**config.mk**
```make
export PLATFORM = sky130hd
export DESIGN_NAME = mse_regfile
export DESIGN_NICKNAME = d
export VERILOG_FILES = /design/src/sv/mse_pkg.sv /design/src/sv/mse_regfile.sv
export SDC_FILE = /design/constraint.sdc
export NUM_CORES = 1
export LEC_CHECK = 0
export BUFFER_PORTS_ARGS = -buffer_cell sky130_fd_sc_hd__buf_2
export CORE_AREA = 8 8 391 469
export DETAILED_ROUTE_END_ITERATION = 10
export DIE_AREA = 0 0 399 477
export PLACE_DENSITY = 0.44
export REMOVE_ABC_BUFFERS = 1
export SLEW_MARGIN = 20
export SYNTH_ARGS = -nofsm -noshare
export SYNTH_HDL_FRONTEND = slang
export SYNTH_SLANG_ARGS = --single-unit
```
**constraint.sdc**
```tcl
create_clock -name clk -period 3.62 [get_ports clk]
set_clock_uncertainty 0.05 [all_clocks]
set_input_delay 0.724 -clock clk [delete_from_list [all_inputs] [get_ports clk]]
set_output_delay 0.724 -clock clk [all_outputs]
set_load 0.02 [all_outputs]
```
**src/sv/mse_pkg.sv**
```systemverilog
// mse_pkg: shared constants, instruction codes and structs of the mips subset execute block
// no dependencies; used by every module and interface of the block
package mse_pkg;

  localparam int MEM_WORDS = 8192;
  localparam int DM_AW     = $clog2(MEM_WORDS);
  localparam int PC_BITS   = 16;
  localparam int OUT_PC_W  = 16;
  localparam int RF_DEPTH  = 32;
  localparam int RF_AW     = $clog2(RF_DEPTH);
  localparam int OQ_DEPTH  = 4;
  localparam int OQ_AW     = $clog2(OQ_DEPTH);
  localparam int OQ_CNT_W  = OQ_AW + 1;

  // opcodes
  localparam logic [5:0] OP_RTYPE = 6'b000000;
  localparam logic [5:0] OP_J     = 6'b000010;
  localparam logic [5:0] OP_JAL   = 6'b000011;
  localparam logic [5:0] OP_BEQ   = 6'b000100;
  localparam logic [5:0] OP_BNE   = 6'b000101;
  localparam logic [5:0] OP_ADDI  = 6'b001000;
  localparam logic [5:0] OP_LW    = 6'b100011;
  localparam logic [5:0] OP_SW    = 6'b101011;

  // funct codes of opcode zero
  localparam logic [5:0] FN_JR  = 6'b001000;
  localparam logic [5:0] FN_ADD = 6'b100000;
  localparam logic [5:0] FN_SUB = 6'b100010;
  localparam logic [5:0] FN_AND = 6'b100100;
  localparam logic [5:0] FN_OR  = 6'b100101;
  localparam logic [5:0] FN_SLT = 6'b101010;

  localparam logic [RF_AW-1:0] LINK_REG = RF_AW'(31);

  typedef struct packed {
    logic             en;
    logic [RF_AW-1:0] idx;
    logic [31:0]      val;
  } rf_wr_t;

  typedef struct packed {
    logic             re;
    logic             we;
    logic [DM_AW-1:0] addr;
    logic [31:0]      wdata;
  } dm_req_t;

  typedef struct packed {
    logic [OUT_PC_W-1:0] next_pc;
    logic                illegal;
    logic                reg_written;
    logic [RF_AW-1:0]    write_index;
    logic [31:0]         write_value;
  } result_t;

endpackage

```
**src/sv/mse_regfile.sv**
```systemverilog
// mse_regfile: 32 x 32 register file, two registered read ports, one write port
// entries read as zero until first written; depends on mse_pkg
module mse_regfile (
  input  logic                      clk,
  input  logic                      rst_n,
  input  logic                      re,
  input  logic [mse_pkg::RF_AW-1:0] ra_a,
  input  logic [mse_pkg::RF_AW-1:0] ra_b,
  input  mse_pkg::rf_wr_t           wr,
  output logic [31:0]               rd_a,
  output logic [31:0]               rd_b
);
  import mse_pkg::*;

  logic [31:0]         rf_mem_r [RF_DEPTH];
  logic [RF_DEPTH-1:0] vld_r;
  logic [RF_DEPTH-1:0] vld_nxt;
  logic [31:0]         qa_r;
  logic [31:0]         qb_r;
  logic                qa_vld_r;
  logic                qb_vld_r;

  always_comb begin
    vld_nxt = vld_r;
    if (wr.en) begin
      vld_nxt[wr.idx] = 1'b1;
    end
  end

  always_ff @(posedge clk) begin
    if (!rst_n) begin
      vld_r <= '0;
    end else begin
      vld_r <= vld_nxt;
    end
  end

  always_ff @(posedge clk) begin
    if (wr.en) begin
      rf_mem_r[wr.idx] <= wr.val;
    end
    if (re) begin
      qa_r     <= rf_mem_r[ra_a];
      qb_r     <= rf_mem_r[ra_b];
      qa_vld_r <= vld_r[ra_a];
      qb_vld_r <= vld_r[ra_b];
    end
  end

  assign rd_a = qa_vld_r ? qa_r : '0;
  assign rd_b = qb_vld_r ? qb_r : '0;

endmodule

```
* Word-level counts from Yosys, hierarchy flattened
Memory sizes are Yosys's and may differ from the RTL's. A register that Yosys moved wholly into a read port is not among the register bits.
Index checks and enable logic that the tools add are counted.
** Storage, ports and cells
- Flip-flop bits (word level) :: 34
- Bits in writable memories :: 1024
- Input port bits :: 51
- Output and inout bits :: 64
- Logic and storage cells :: 20
- Memories :: 1
** Cells by class
- Magnitude comparators :: 4
- Mux-type cells :: 10
- Bitwise gates (word level) :: 1
- Reductions and logical operators :: 1
** Memory list
- rf_mem_r :: depth 32, width 32, read ports 2, clocked after memory_dff 2, write ports 1, RTL line mse_regfile.sv:15 : logic [31:0] rf_mem_r [RF_DEPTH];
** Operator list (number)
- 32-bit 2-to-1 mux :: 2
- 32-bit OR :: 1
- 5-bit by 6-bit less-than comparator with 1-bit output (second input constant) :: 3
- 1-bit binary-select mux with 5-bit select :: 2
- 1-bit demux with 5-bit select :: 1
- 5-bit by 1-bit greater-or-equal comparator with 1-bit output (second input constant) :: 1
- 1-bit 2-to-1 mux :: 5
- 1-bit logical AND :: 1

* Logic depth before layout (Yosys ltp)
- Word-level depth :: 5
- Mapped depth :: 8
- Mapped depth without buffers :: 5

* Worst setup path after synthesis
OpenSTA, ideal clock, no wires.
- Path kind :: input port to flip-flop
- From :: in wr[32] (netlist bit)
- To :: mem rf_mem_r[12][0] (enable)
- Library setup time :: 0.423 ns
- Arrival :: 2.768 ns
- Data required time :: 3.147 ns
- Slack :: 0.379 ns
- Stages :: 3
- Path buffers :: 1
- Cells stage by stage :: or3b_2 > clkbuf_1 > nor2_1
** RTL lines
- start: declaration :: RTL line mse_regfile.sv:9 : input mse_pkg::rf_wr_t wr,
- end: declaration :: RTL line mse_regfile.sv:15
Straight into the memory's write port.

* Worst setup path in the final report
- From :: reg qb_vld_r
- To :: out rd_b[27]
** Between the ends
- Cells in the longest elaborated chain, start to end :: 1
** RTL lines
- start: declaration :: RTL line mse_regfile.sv:21 : logic qb_vld_r;
- start signal: assignment :: RTL line mse_regfile.sv:46 : qb_vld_r <= vld_r[ra_b];
- 32-bit 2-to-1 mux :: RTL line mse_regfile.sv:51 : assign rd_b = qb_vld_r ? qb_r : '0;
- end: declaration :: RTL line mse_regfile.sv:11 : output logic [31:0] rd_b
No other way between the ends.

==> impl_metrics.json <==
{
  "end_kind": "output pin",
  "fin_hold_ws_ns": 0.442,
  "cts.htree.levels": 3,
  "netlist_top_cells_area": "edfxtp_1, mux2i_1, a22oi_1",
  "port_buffers": 114,
  "via_per_inst": 5.47,
  "finalSetupTns_ns": 0,
  "fin_crit_ns": 2.93,
  "drv_cap": 0,
  "power_w": 0.0290,
  "hold_viol_final": 0,
  "ios": 115,
  "sw_frac_of_total_pct": 24.0,
  "cp.arrival_ns": 2.16,
  "rows": 169,
  "cts_tree": "built",
  "synth-edff-count": 1090,
  "die_area_um2": 190000,
  "grt_pass1_wl_mm": 266,
  "synth_top_area_share_pct": 62.5,
  "grt.overflow.total": 0,
  "fin_ws_ns": 0.688,
  "clockRootBuffer": "clkbuf_16",
  "avgSynthCellArea_um2": 14.6,
  "post-route-period-util_pct": 81.0,
  "final_net_count": 3770,
  "ys.warnings.count": 0,
  "wl_per_cell_um": 31.4,
  "synth_ff_type": "edfxtp_1",
  "grt_pass1_vias": 33860,
  "leakage_nw": 22.0,
  "slew_headroom_pct": 48.1,
  "synth-seq-cells": 1122,
  "p_per_area_nw_per_um2": 479,
  "status": "finished clean",
  "initial_utilization_pct": 29.8,
  "multi_input_area_um2": 17800,
  "cts_resized": 0,
  "yosysUniqueCellTypes": 28,
  "ys_async_sr_fraction_pct": 0,
  "irDropWorstVdd_mv": 0.335,
  "finalSetupViolations": 0,
  "first_pass_iters": 5,
  "final_common_cell": "edfxtp_1",
  "path_clk_slew_ns": 0.06,
  "post_cts_buffers": 0,
  "p_int_w": 0.0221,
  "cts_sinks": 1122,
  "critPathKind": "flop to output pin",
  "p_seq_share_pct": 50.3,
  "vias": 33510,
  "gr-usage-all-layers_pct": 19.5,
  "die_w_um": 399,
  "tightest_slew_ns": 0.778,
  "grt_max_degree": 67,
  "drt_iter0_drc": 3033,
  "ctsHoldBuffers": 0,
  "filler_cell_count": 17066,
  "synthesis.area_um2": 52400,
  "cts_made_buffers": 117,
  "yosysTopAreaCell": "edfxtp_1",
  "gp_congestion": 0.743,
  "clockBufferDepth": 3,
  "drc": 0,
  "hold_path.class": "flop to flop",
  "synth_seq_area_share_pct": 63.7,
  "ant_nets": 0,
  "pre_cts_ws_ns": 0.735,
  "core_area_um2": 176000,
  "crit_fanout": 34,
  "cp-start-kind": "flop",
  "drive_gt1_share_pct": 12.9,
  "clk_latency_ns": 0.72,
  "syn_to_final_growth_pct": 15.7,
  "final_core_util_pct": 34.5,
  "routed_wl_mm": 193,
  "antenna_found_initial": 23,
  "p_clk_share_pct": 40.6,
  "register_area_um2": 33400,
  "hpwlAfterDp_mm": 100,
  "max_freq_ghz": 0.341,
  "die_h_um": 477,
  "p_comb_share_pct": 9.1,
  "grt_setup_unrepaired": "no",
  "synth_cells": 3601,
  "finalMaxSlewViolations": 0,
  "p_sw_w": 0.00698,
  "mostFrequentLayoutCells": "edfxtp_1, mux2i_1, a22oi_1",
  "worstPathRequired_ns": 2.85
}
final cells by class:
cell class	instances	area share, %
Antenna cell	7	0.0289
Timing Repair Buffer	275	4.81
Sequential cell	1122	55.0
Clock inverter	59	0.815
Tap cell	2308	4.76
Clock buffer	148	5.21
Multi-Input combinational cell	2203	29.3
routing by layer:
layer	track usage (%)	wire, µm	vias to the layer above	share of wire (%)
met1	27.6	88700	17759	46
met3	2.40	9550	257	5.0
met5	0	54	-	0.028
li1	-	-	14477	-
met2	31.3	89400	1009	46
met4	5.56	4800	8	2.5
sequential cells by signal, indices dropped and copies added (netlist names):
signal / count
qb_vld_r: 1
qa_r: 32
rf_mem_r: 1024
qb_r: 32
vld_r: 32
qa_vld_r: 1
worst paths after layout:
check | cells past startpoint | slack [ns] | start | endpoint
max reg2reg | 5 | 1.87 | rf_mem_r[6][17] | qa_r[17]
min reg2reg | 1 | 0.44 | vld_r[12] | vld_r[12]
max | 3 | 0.69 | qb_vld_r | rd_b[27]
min | 1 | 0.44 | vld_r[12] | vld_r[12]
synthesized netlist by cell type (all sizes together), types with 36 or more instances:
cell type,instances
a22oi,330
edfxtp,1090
nor2,36
nand3,233
nand2,134
and2,67
mux2i,1056
a21oi,132
clkbuf,100
a22o,66
buf,176
worst max-delay path: stages (launching register included):
cell	delay (ns)
edfxtp_1	0.33
buf_4	0.61
and2_1	0.27
buf_2	0.19
power groups by stage:
stage | combinational (W) | clock, W | sequential, W
finish | 0.00265 | 0.0118 | 0.0146
CTS | 0.00266 | 0.0121 | 0.0146
floorplan | 0.00119 | 0 | 0.0148
global route | 0.00280 | 0.0125 | 0.0146
detailed placement | 0.00266 | 0 | 0.0149
global placement | 0.00266 | 0 | 0.0149
metrics by stage:
step | instances | area, µm²
final | 6122 | 60600
after floorplan | 3325 | 50800
after detailed placement | 5908 | 57000
after global placement | 5908 | 57000
after CTS | 6115 | 60600
after global routing | 6117 | 60600
kinds of logic after synthesis:
kind of cell | count (synthesis) | share of synthesized area [%]
AOI/OAI and AO/OA | 593 | 7.94
muxes | 1056 | 20.2
and+or+nand+nor | 554 | 5.20
DFF | 1122 | 63.7
buffers and inverters | 276 | 2.99
Note: power is estimated with default switching activity, not from simulation.
