[src/sv/mse_pkg.sv]
// mse_pkg: shared constants, instruction codes and structs of the mips subset execute block
// no dependencies; used by every module and interface of the block
package mse_pkg;

  localparam int MEM_WORDS = 8192;
  localparam int DM_AW     = $clog2(MEM_WORDS);
  localparam int PC_BITS   = 16;
  localparam int OUT_PC_W  = 16;
  localparam int RF_DEPTH  = 32;
  localparam int RF_AW     = $clog2(RF_DEPTH);
  localparam int OQ_DEPTH  = 4;
  localparam int OQ_AW     = $clog2(OQ_DEPTH);
  localparam int OQ_CNT_W  = OQ_AW + 1;

  // opcodes
  localparam logic [5:0] OP_RTYPE = 6'b000000;
  localparam logic [5:0] OP_J     = 6'b000010;
  localparam logic [5:0] OP_JAL   = 6'b000011;
  localparam logic [5:0] OP_BEQ   = 6'b000100;
  localparam logic [5:0] OP_BNE   = 6'b000101;
  localparam logic [5:0] OP_ADDI  = 6'b001000;
  localparam logic [5:0] OP_LW    = 6'b100011;
  localparam logic [5:0] OP_SW    = 6'b101011;

  // funct codes of opcode zero
  localparam logic [5:0] FN_JR  = 6'b001000;
  localparam logic [5:0] FN_ADD = 6'b100000;
  localparam logic [5:0] FN_SUB = 6'b100010;
  localparam logic [5:0] FN_AND = 6'b100100;
  localparam logic [5:0] FN_OR  = 6'b100101;
  localparam logic [5:0] FN_SLT = 6'b101010;

  localparam logic [RF_AW-1:0] LINK_REG = RF_AW'(31);

  typedef struct packed {
    logic             en;
    logic [RF_AW-1:0] idx;
    logic [31:0]      val;
  } rf_wr_t;

  typedef struct packed {
    logic             re;
    logic             we;
    logic [DM_AW-1:0] addr;
    logic [31:0]      wdata;
  } dm_req_t;

  typedef struct packed {
    logic [OUT_PC_W-1:0] next_pc;
    logic                illegal;
    logic                reg_written;
    logic [RF_AW-1:0]    write_index;
    logic [31:0]         write_value;
  } result_t;

endpackage

[src/sv/mse_outq.sv]
// mse_outq: small result queue between the execute logic and the result channel
// depends on mse_pkg for the result struct and depth
module mse_outq (
  input  logic                         clk,
  input  logic                         rst_n,
  input  logic                         push,
  input  mse_pkg::result_t             push_item,
  input  logic                         pop,
  output mse_pkg::result_t             head,
  output logic [mse_pkg::OQ_CNT_W-1:0] cnt
);
  import mse_pkg::*;

  result_t             q_r [OQ_DEPTH];
  logic [OQ_AW-1:0]    wp_r;
  logic [OQ_AW-1:0]    wp_nxt;
  logic [OQ_AW-1:0]    rp_r;
  logic [OQ_AW-1:0]    rp_nxt;
  logic [OQ_CNT_W-1:0] cnt_r;
  logic [OQ_CNT_W-1:0] cnt_nxt;

  always_comb begin
    wp_nxt  = push ? wp_r + OQ_AW'(1) : wp_r;
    rp_nxt  = pop ? rp_r + OQ_AW'(1) : rp_r;
    cnt_nxt = cnt_r + OQ_CNT_W'(push) - OQ_CNT_W'(pop);
  end

  always_ff @(posedge clk) begin
    if (!rst_n) begin
      wp_r  <= '0;
      rp_r  <= '0;
      cnt_r <= '0;
    end else begin
      wp_r  <= wp_nxt;
      rp_r  <= rp_nxt;
      cnt_r <= cnt_nxt;
    end
  end

  always_ff @(posedge clk) begin
    if (push) begin
      q_r[wp_r] <= push_item;
    end
  end

  assign head = q_r[rp_r];
  assign cnt  = cnt_r;

endmodule

[config.mk]
export PLATFORM = sky130hd
export DESIGN_NAME = mse_outq
export DESIGN_NICKNAME = d
export VERILOG_FILES = /design/src/sv/mse_pkg.sv /design/src/sv/mse_outq.sv
export SDC_FILE = /design/constraint.sdc
export NUM_CORES = 1
export LEC_CHECK = 0
export BUFFER_PORTS_ARGS = -buffer_cell sky130_fd_sc_hd__clkbuf_2
export CORE_MARGIN = 5
export CORE_UTILIZATION = 51
export CTS_CLUSTER_SIZE = 24
export DETAILED_ROUTE_END_ITERATION = 8
export HOLD_SLACK_MARGIN = 0.08
export PLACE_DENSITY = 0.75
export SLEW_MARGIN = 40
export SYNTH_ARGS = -nofsm -noshare
export SYNTH_HDL_FRONTEND = slang
export SYNTH_SLANG_ARGS = --single-unit
[constraint.sdc]
create_clock -name clk -period 2.1 [get_ports clk]
set_input_delay 0 -clock clk [delete_from_list [all_inputs] [get_ports clk]]
set_output_delay 0 -clock clk [all_outputs]
set_load 0.01 [all_outputs]
; ---- After elaboration in Yosys (flattened, before gate mapping)
; Memory sizes are Yosys's and may differ from the RTL's. A register that Yosys moved wholly into a read port is not among the register bits.
; Index checks and enable logic that the tools add are counted.
[op_classes]
n_mux = 4
addsub = 4
[ops]
columns = cell, n
row1 = $add A2 B1 Y2 const B, 2
row2 = $mux W2, 2
row3 = $add A3 B1 Y3, 1
row4 = $sub A3 B1 Y3, 1
row5 = $mux W1, 2
[totals]
mem_bits_rw = 220
ff_bits = 7
elab_cells = 12
n_memories = 1
output_inout_bits = 58
input_bits = 59
[mem_list]
columns = name, depth, width, read_ports, rd_clocked_by_memory_dff, write_ports, line_no
row1 = q_r, 4, 55, 1, 1, 1, mse_outq.sv:14  ; result_t q_r [OQ_DEPTH];

; ---- Longest topological paths before layout
; Gate-level depths: netlist of run 1.
[depth]
ltp_word = 3
depth_mapped = 7
depth_no_buf = 7

; ---- Worst setup path before layout of run 1
; No wires, ideal clock.
[synth_path]
path_type = flip-flop to flip-flop
startpoint = register wp_r[0]
endpoint = memory q_r[2][0] in the netlist's numbering, enable pin
setup_time_ns = 0.418
t_arrival_ns = 1.846
path_stages_with_launch = 4
synth_period_minus_slack_ns = 2.265
slack_ns = -0.165
t_required_ns = 1.682
path_buffers = 0
cell_sequence = dfxtp_1 > inv_1 > ha_1 > and2_1
[synth_lines]
columns = item, line_no
row1 = from (decl), mse_outq.sv:15  ; logic [OQ_AW-1:0] wp_r;
row2 = from (signal assigned), mse_outq.sv:34  ; wp_r <= wp_nxt;
row3 = to (decl), mse_outq.sv:14
; Straight into the memory's write port.

==> impl_results.md, run 1 <==
* Vias at 3948
* Dpl cell area at 9326 µm²
* Post-Synth Adder-Cell Area at 1.127%
* CP arrival at 1990 ps
* R2R Path End: cnt[2]
* LEAKAGE at 0.003687 µW
* WHS Path Cells at 2
* Main combinational cell family by area after synthesis: multiplexers
* Simple-Gate Fraction of Synth Area at 0.7563%
* Clk slew on worst S/H paths at 60 ps
* Routed len/inst at 19.41 µm
* Met1 usage at 19.77%
* Fin Setup TNS at 0 ps
* Reg-to-Reg Start: cnt[0]
* Die Ht at 138.6 µm
* Drt total wl at 14810 µm
* Total GRT Usage at 15.51%
* Reg2Reg Setup Slack at 480 ps
* Relative slew slack at 70.55%
* Most frequent cells in the layout: edfxtp_1 (220), clkbuf_2 (116), dlygate4sd3_1 (58), mux4_2 (50), clkbuf_16 (23)
* Worst setup SP type: flip-flop
* Seq cells post-synth at 229
* # nets final at 593
* Final Cycle Share at 94.96%
* Top fanout value on the critical path at 12
* First-pass GRT wire length at 23570 µm
* Compound-Gate Fraction of Synth Area at 0.1780%
* Min Tclk post-route at 1994 ps
* Clk sink count at 229
* Synthesis warning total at 0
* Initial core utilization at 51.42%
* First drt pass iteration count at 4
* Clock share of power at 36.5%
* Number of buffers created by CTS at 23
* Sequential-to-total area share from yosys stat at 80.44%
* Clock root buffer: clkbuf_16
* Sequential power share at 52.9%
* Initial antenna violation count at 0
* Total grt overflow at 0
* Core Footprint at 16410 µm²
* Hold Crit Class: in2reg
* Post-route ant nets at 0
* Fin. Hold Viols at 0
* Maximum vdd ir drop at 0.0007225 V
* WS Path Type: reg2out
* Pin count of the biggest net entering global routing at 56
* Met3 Use GR at 3.517%
* Top Ports at 117
* Iteration-0 DRC Markers at 157
* Setup violators final at 0
* Power density cells at 950.8 nW/µm²
* Worst skew pair latency at 500 ps
* Post_cts resized at 0
* Netlist cell types at 19
* Status: finished, final reports clean
* Post-CTS Setup Repair Bufs at 0
* Die X at 138.6 µm
* Antenna cells at 0
* Slew Limit Fails at 0
* Clock Skews at 19.28 ps
* TritonCTS clock tree: built
* Htree depth at 1
* Mux cell area share after synthesis at 15.02%
* Net Count, Synth at 394
* Cells on worst reg2reg path at 7
* Row count at 47
* Layout cells sized above 1 at 39.04%
* Critical path required time at 2100 ps
* Max Cap Viol at 0
* Most common cell after layout, fill and taps aside: edfxtp_1
* Worst Setup End Kind: output port
* Drt via density at 5.174
* WHS Endpoint: q_r[1][2]
* Vias in the first global route at 4350
* GP Congestion at 0.7287
* Met2 GRT Util at 27.39%
* Cell accounting for the most synthesized area: edfxtp_1
* Synth-to-Final Area Change at 25.45%
* Comb pwr share at 10.6%
* GRT Max-Usage Layer: met2
* Cts hold-fix bufs at 58
* Avg Cell Area, Syn at 25.72 µm²
* Final instance area at 10580 µm²
* Slew @ Worst Pin at 441.7 ps
* Synth area leaders: edfxtp_1 (78%), mux4_2 (13%), dfxtp_1 (2.1%)
* Remaining DRCs at 0
* Die area at 19220 µm²
* Int Power at 7932 µW
* Area share of the largest cell type after synthesis at 78.30%
* Port Buffers at 116
* Net Sw Frac at 21.18%
* Hold path start: push_item[2]
* XOR/XNOR share of the synthesized area at 0.4894%
* Dpl hpwl at 8998 µm
* Mapped Cells at 328
* Clock Tree Buf Depth at 3
* Max Clock Freq at 501.5 MHz
* RSZ-0062 raised after global routing: no
* Sw Pwr at 2132 µW
* Post-synthesis cell area at 8437 µm²
==> power by group through the flow <==
stage | clock, µW | combinational [µW] | sequential [µW]
after global routing | 3970 | 1160 | 5340
after floorplan | 0 | 620 | 5400
final | 3670 | 1070 | 5320
after CTS | 3780 | 1100 | 5330
after detailed placement | 0 | 1010 | 5420
after global placement | 0 | 984 | 5400
==> flip-flops by register name, indices dropped and copies added (netlist names), named ones only <==
| register | count |
|---|---|
| cnt | 3 |
| wp_r | 2 |
| rp_r | 2 |
| q_r | 220 |
==> layer usage <==
metal / part of all wire, % / up-vias / wire length, µm
met5: 0 / - / 0
met4: 1.2 / 0 / 184
met3: 4.6 / 13 / 675
met2: 53 / 95 / 7879
met1: 41 / 2050 / 6069
li1: - / 1790 / -
==> worst max path at each step <==
stage               startpoint         to  slack (ps)
floorplan              wp_r[0]  q_r[2][0]         430
global placement        cnt[0]     cnt[2]         560
detailed placement      cnt[0]     cnt[2]         490
CTS                  flip-flop    head[0]          40
global route         flip-flop    head[0]           4
finish               flip-flop    head[0]         110
==> layout make-up <==
| cell class | instances | area (µm²) |
|---|---|---|
| Sequential cell | 229 | 6792 |
| Timing Repair Buffer | 186 | 1326 |
| Tap cell | 220 | 275.3 |
| Clock buffer | 30 | 601.8 |
| Inverter | 7 | 26.28 |
| Fill cell | 1100 | 5823 |
| Clock inverter | 11 | 75.07 |
| Multi-Input combinational cell | 80 | 1488 |
==> cell families after synthesis <==
kind of cell	Yosys count
xor gates and xnor gates	3
buffers and inverters	19
and+or+nand+nor	12
DFF	229
AOI/OAI and AO/OA	2
muxes	56
adders and majority gates	7
==> cells in the mapped netlist, drive strengths merged <==
library cell / count
mux2i: 1
clkbuf: 1
inv: 7
mux4: 55
nand3b: 1
xor3: 1
buf: 11
fa: 1
and2: 6
a21bo: 1
nor2: 5
ha: 6
a21oi: 1
edfxtp: 220
dfxtp: 9
xnor2: 2
==> worst max-delay path: stages (launching register included) <==
cell and delay (ps):
dfxtp_4 500, buf_4 250, mux4_1 590, clkbuf_2 160
==> stage by stage <==
step | instances | hold WS (ps) | power (µW) | util (%) | setup WS (ps)
3_5_place_dp | 664 | 224.0 | 6431 | 56.84 | 493.1
5_1_grt | 763 | 240.8 | 10470 | 64.51 | 4.474
4_1_cts | 763 | 241.8 | 10210 | 64.51 | 36.72
2_1_floorplan | 328 | 98.87 | 6016 | - | 429.0
3_3_place_gp | 664 | 211.7 | 6385 | 56.84 | 562.8
6_report | 763 | 261.1 | 10060 | 64.51 | 105.9
Power figures use the tool's default switching activity.
==> run 2: changes to the inputs <==
--- a/config.mk
+++ b/config.mk
@@ -11,6 +11,7 @@
 export CTS_CLUSTER_SIZE = 24
 export DETAILED_ROUTE_END_ITERATION = 8
 export HOLD_SLACK_MARGIN = 0.08
+export MAX_ROUTING_LAYER = met4
 export PLACE_DENSITY = 0.75
 export SLEW_MARGIN = 40
 export SYNTH_ARGS = -nofsm -noshare
==> impl_results.md, run 2 (synthesized netlist as in run 1, its figures left out) <==
* Pin count of the biggest net entering global routing at 56 (unchanged)
* Post-CTS Setup Repair Bufs at 0 (unchanged)
* Post-place setup slack at 493.1 ps (unchanged)
* Dpl hpwl at 8998 µm (unchanged)
* Hold Crit Class: in2reg (unchanged)
* # nets final at 593 (unchanged)
* Clock Tree Buf Depth at 3 (unchanged)
* Synth-to-Final Area Change at 25.45% (unchanged)
* LEAKAGE at 0.003687 µW (unchanged)
* Vias at 3948 (unchanged)
* Sequential power share at 52.9% (about the same)
* Post_cts resized at 0 (unchanged)
* Antenna cells at 0 (unchanged)
* Number of buffers created by CTS at 23 (unchanged)
* Net Sw Frac at 21.18% (about the same)
* RSZ-0062 raised after global routing: no (unchanged)
* Clk sink count at 229 (unchanged)
* Remaining DRCs at 0 (unchanged)
* Cells along the critical path: buf_4 > mux4_1 > clkbuf_2 (unchanged)
* Inst Count DP at 664 (unchanged)
* Int Power at 7932 µW (about the same)
* FILL cells at 1100 (unchanged)
* TritonCTS clock tree: built (unchanged)
* First-pass GRT wire length at 23560 µm (was 23570 µm)
* Htree depth at 1 (unchanged)
* Sw Pwr at 2131 µW (was 2132 µW)
* Initial antenna violation count at 0 (unchanged)
* Vias in the first global route at 4349 (was 4350)
* Top Ports at 117 (unchanged)
* Post-route ant nets at 0 (unchanged)
* Slowest stage cell, crit path: mux4_1 (unchanged)
* Core Footprint at 16410 µm² (unchanged)
* Layout cells sized above 1 at 39.04% (unchanged)
* Most frequent cells in the layout: edfxtp_1 (220), clkbuf_2 (116), dlygate4sd3_1 (58), mux4_2 (50), clkbuf_16 (23) (unchanged)
* CP delay by family, top: multiplexers (unchanged)
* GP Congestion at 0.7374 (was 0.7287)
* Max Cap Viol at 0 (unchanged)
* Top fanout value on the critical path at 12 (unchanged)
* Maximum vdd ir drop at 0.0007214 V (was 0.0007225 V)
* Worst Setup End Kind: output port (unchanged)
* Comb pwr share at 10.6% (about the same)
* Power density cells at 950.8 nW/µm² (about the same)
* Total GRT Usage at 15.99% (was 15.51%)
* Slowest cell delay on critical path at 590 ps (about the same)
* Total grt overflow at 0 (unchanged)
* Largest register FFs at 220 (unchanged)
* Slew @ Worst Pin at 441.7 ps (about the same)
* Fin Setup TNS at 0 ps (unchanged)
* CP arrival at 1990 ps (about the same)
* Max Clock Freq at 501.5 MHz (about the same)
* Clock Skews at 19.57 ps (was 19.28 ps)
* Die X at 138.6 µm (unchanged)
* Drt via density at 5.174 (unchanged)
* Min Tclk post-route at 1994 ps (about the same)
* Clock root buffer: clkbuf_16 (unchanged)
* Row count at 47 (unchanged)
* Worst Path Buf+Inv at 2 (unchanged)
* Post-layout power at 10060 µW (about the same)
* Iteration-0 DRC Markers at 152 (was 157)
* Drt total wl at 14800 µm (was 14810 µm)
* Initial core utilization at 51.42% (unchanged)
* Routed len/inst at 19.40 µm (was 19.41 µm)
* Most common cell after layout, fill and taps aside: edfxtp_1 (unchanged)
* Cts hold-fix bufs at 58 (unchanged)
* Fin. Hold Viols at 0 (unchanged)
* WS Path Type: reg2out (unchanged)
* Clk slew on worst S/H paths at 60 ps (about the same)
* Relative slew slack at 70.55% (about the same)
* Port Buffers at 116 (unchanged)
* Finished Layout Cells at 763 (unchanged)
* Worst skew pair latency at 500 ps (about the same)
* Worst setup SP type: flip-flop (unchanged)
* Setup violators final at 0 (unchanged)
* Most flops, register: q_r (unchanged)
* Clock share of power at 36.5% (about the same)
* First drt pass iteration count at 4 (unchanged)
* Slew Limit Fails at 0 (unchanged)
* Final setup margin at 105.8 ps (was 105.9 ps)
* Die Ht at 138.6 µm (unchanged)
* Critical path required time at 2100 ps (about the same)
* Post-Route Utilization at 64.51% (unchanged)
* Final Cycle Share at 94.96% (about the same)
* Die area at 19220 µm² (unchanged)
* Status: finished, final reports clean (unchanged)
[run 2: cell counts in the layout (fill, tap and decap cells not counted)]
No cell type changed its count.
[run 2: path summary, 6_finish.rpt]
path	end	start	cells after the start	slack (ps)
worst min-delay path	q_r[1][2]	push_item[2]	2	260
worst max-delay path	head[0]	flip-flop	3	110
worst max register to register	cnt[2]	cnt[0]	7	480
worst min register to register	flip-flop	rp_r[1]	2	530
[run 2: metal layers]
metal | vias to the layer above | GRT usage (%) | part of all wire, %
li1 | 1791 | - | -
met1 | 2051 | 19.82 | 41
met2 | 93 | 27.42 | 53
met3 | 13 | 3.414 | 4.5
met4 | 0 | 3.759 | 1.2
met5 | - | - | 0
[run 2: stage by stage]
stage,hold slack (ps),instance area [µm²]
global route,240.7,10580
CTS,241.8,10580
detailed placement,224.0,9326
global placement,211.7,9326
floorplan,98.87,8442
finish,260.4,10580
[run 2: power groups by stage]
stage,sequential (µW),clock (µW),combinational (µW)
after floorplan,5400,0,620
after detailed placement,5420,0,1010
after global routing,5340,3970,1160
final,5320,3670,1070
after CTS,5330,3780,1100
after global placement,5400,0,984
[run 2: layout make-up]
type / count / area, µm² / area share [%]
well taps: 220 / 275.3 / 2.601
flip-flops and latches: 229 / 6792 / 64.17
repair buffers: 186 / 1326 / 12.53
clock inverters: 11 / 75.07 / 0.7093
multi-input cells: 80 / 1488 / 14.06
clock buffers: 30 / 601.8 / 5.686
inverters: 7 / 26.28 / 0.2483
[run 2: worst register-to-register path, cell delays in order, from the launching register on]
cell     delay, ps
dfxtp_1        340
inv_1           60
ha_1           270
inv_1           50
ha_1           190
fa_1           370
xor3_1         200
nor2_1          40
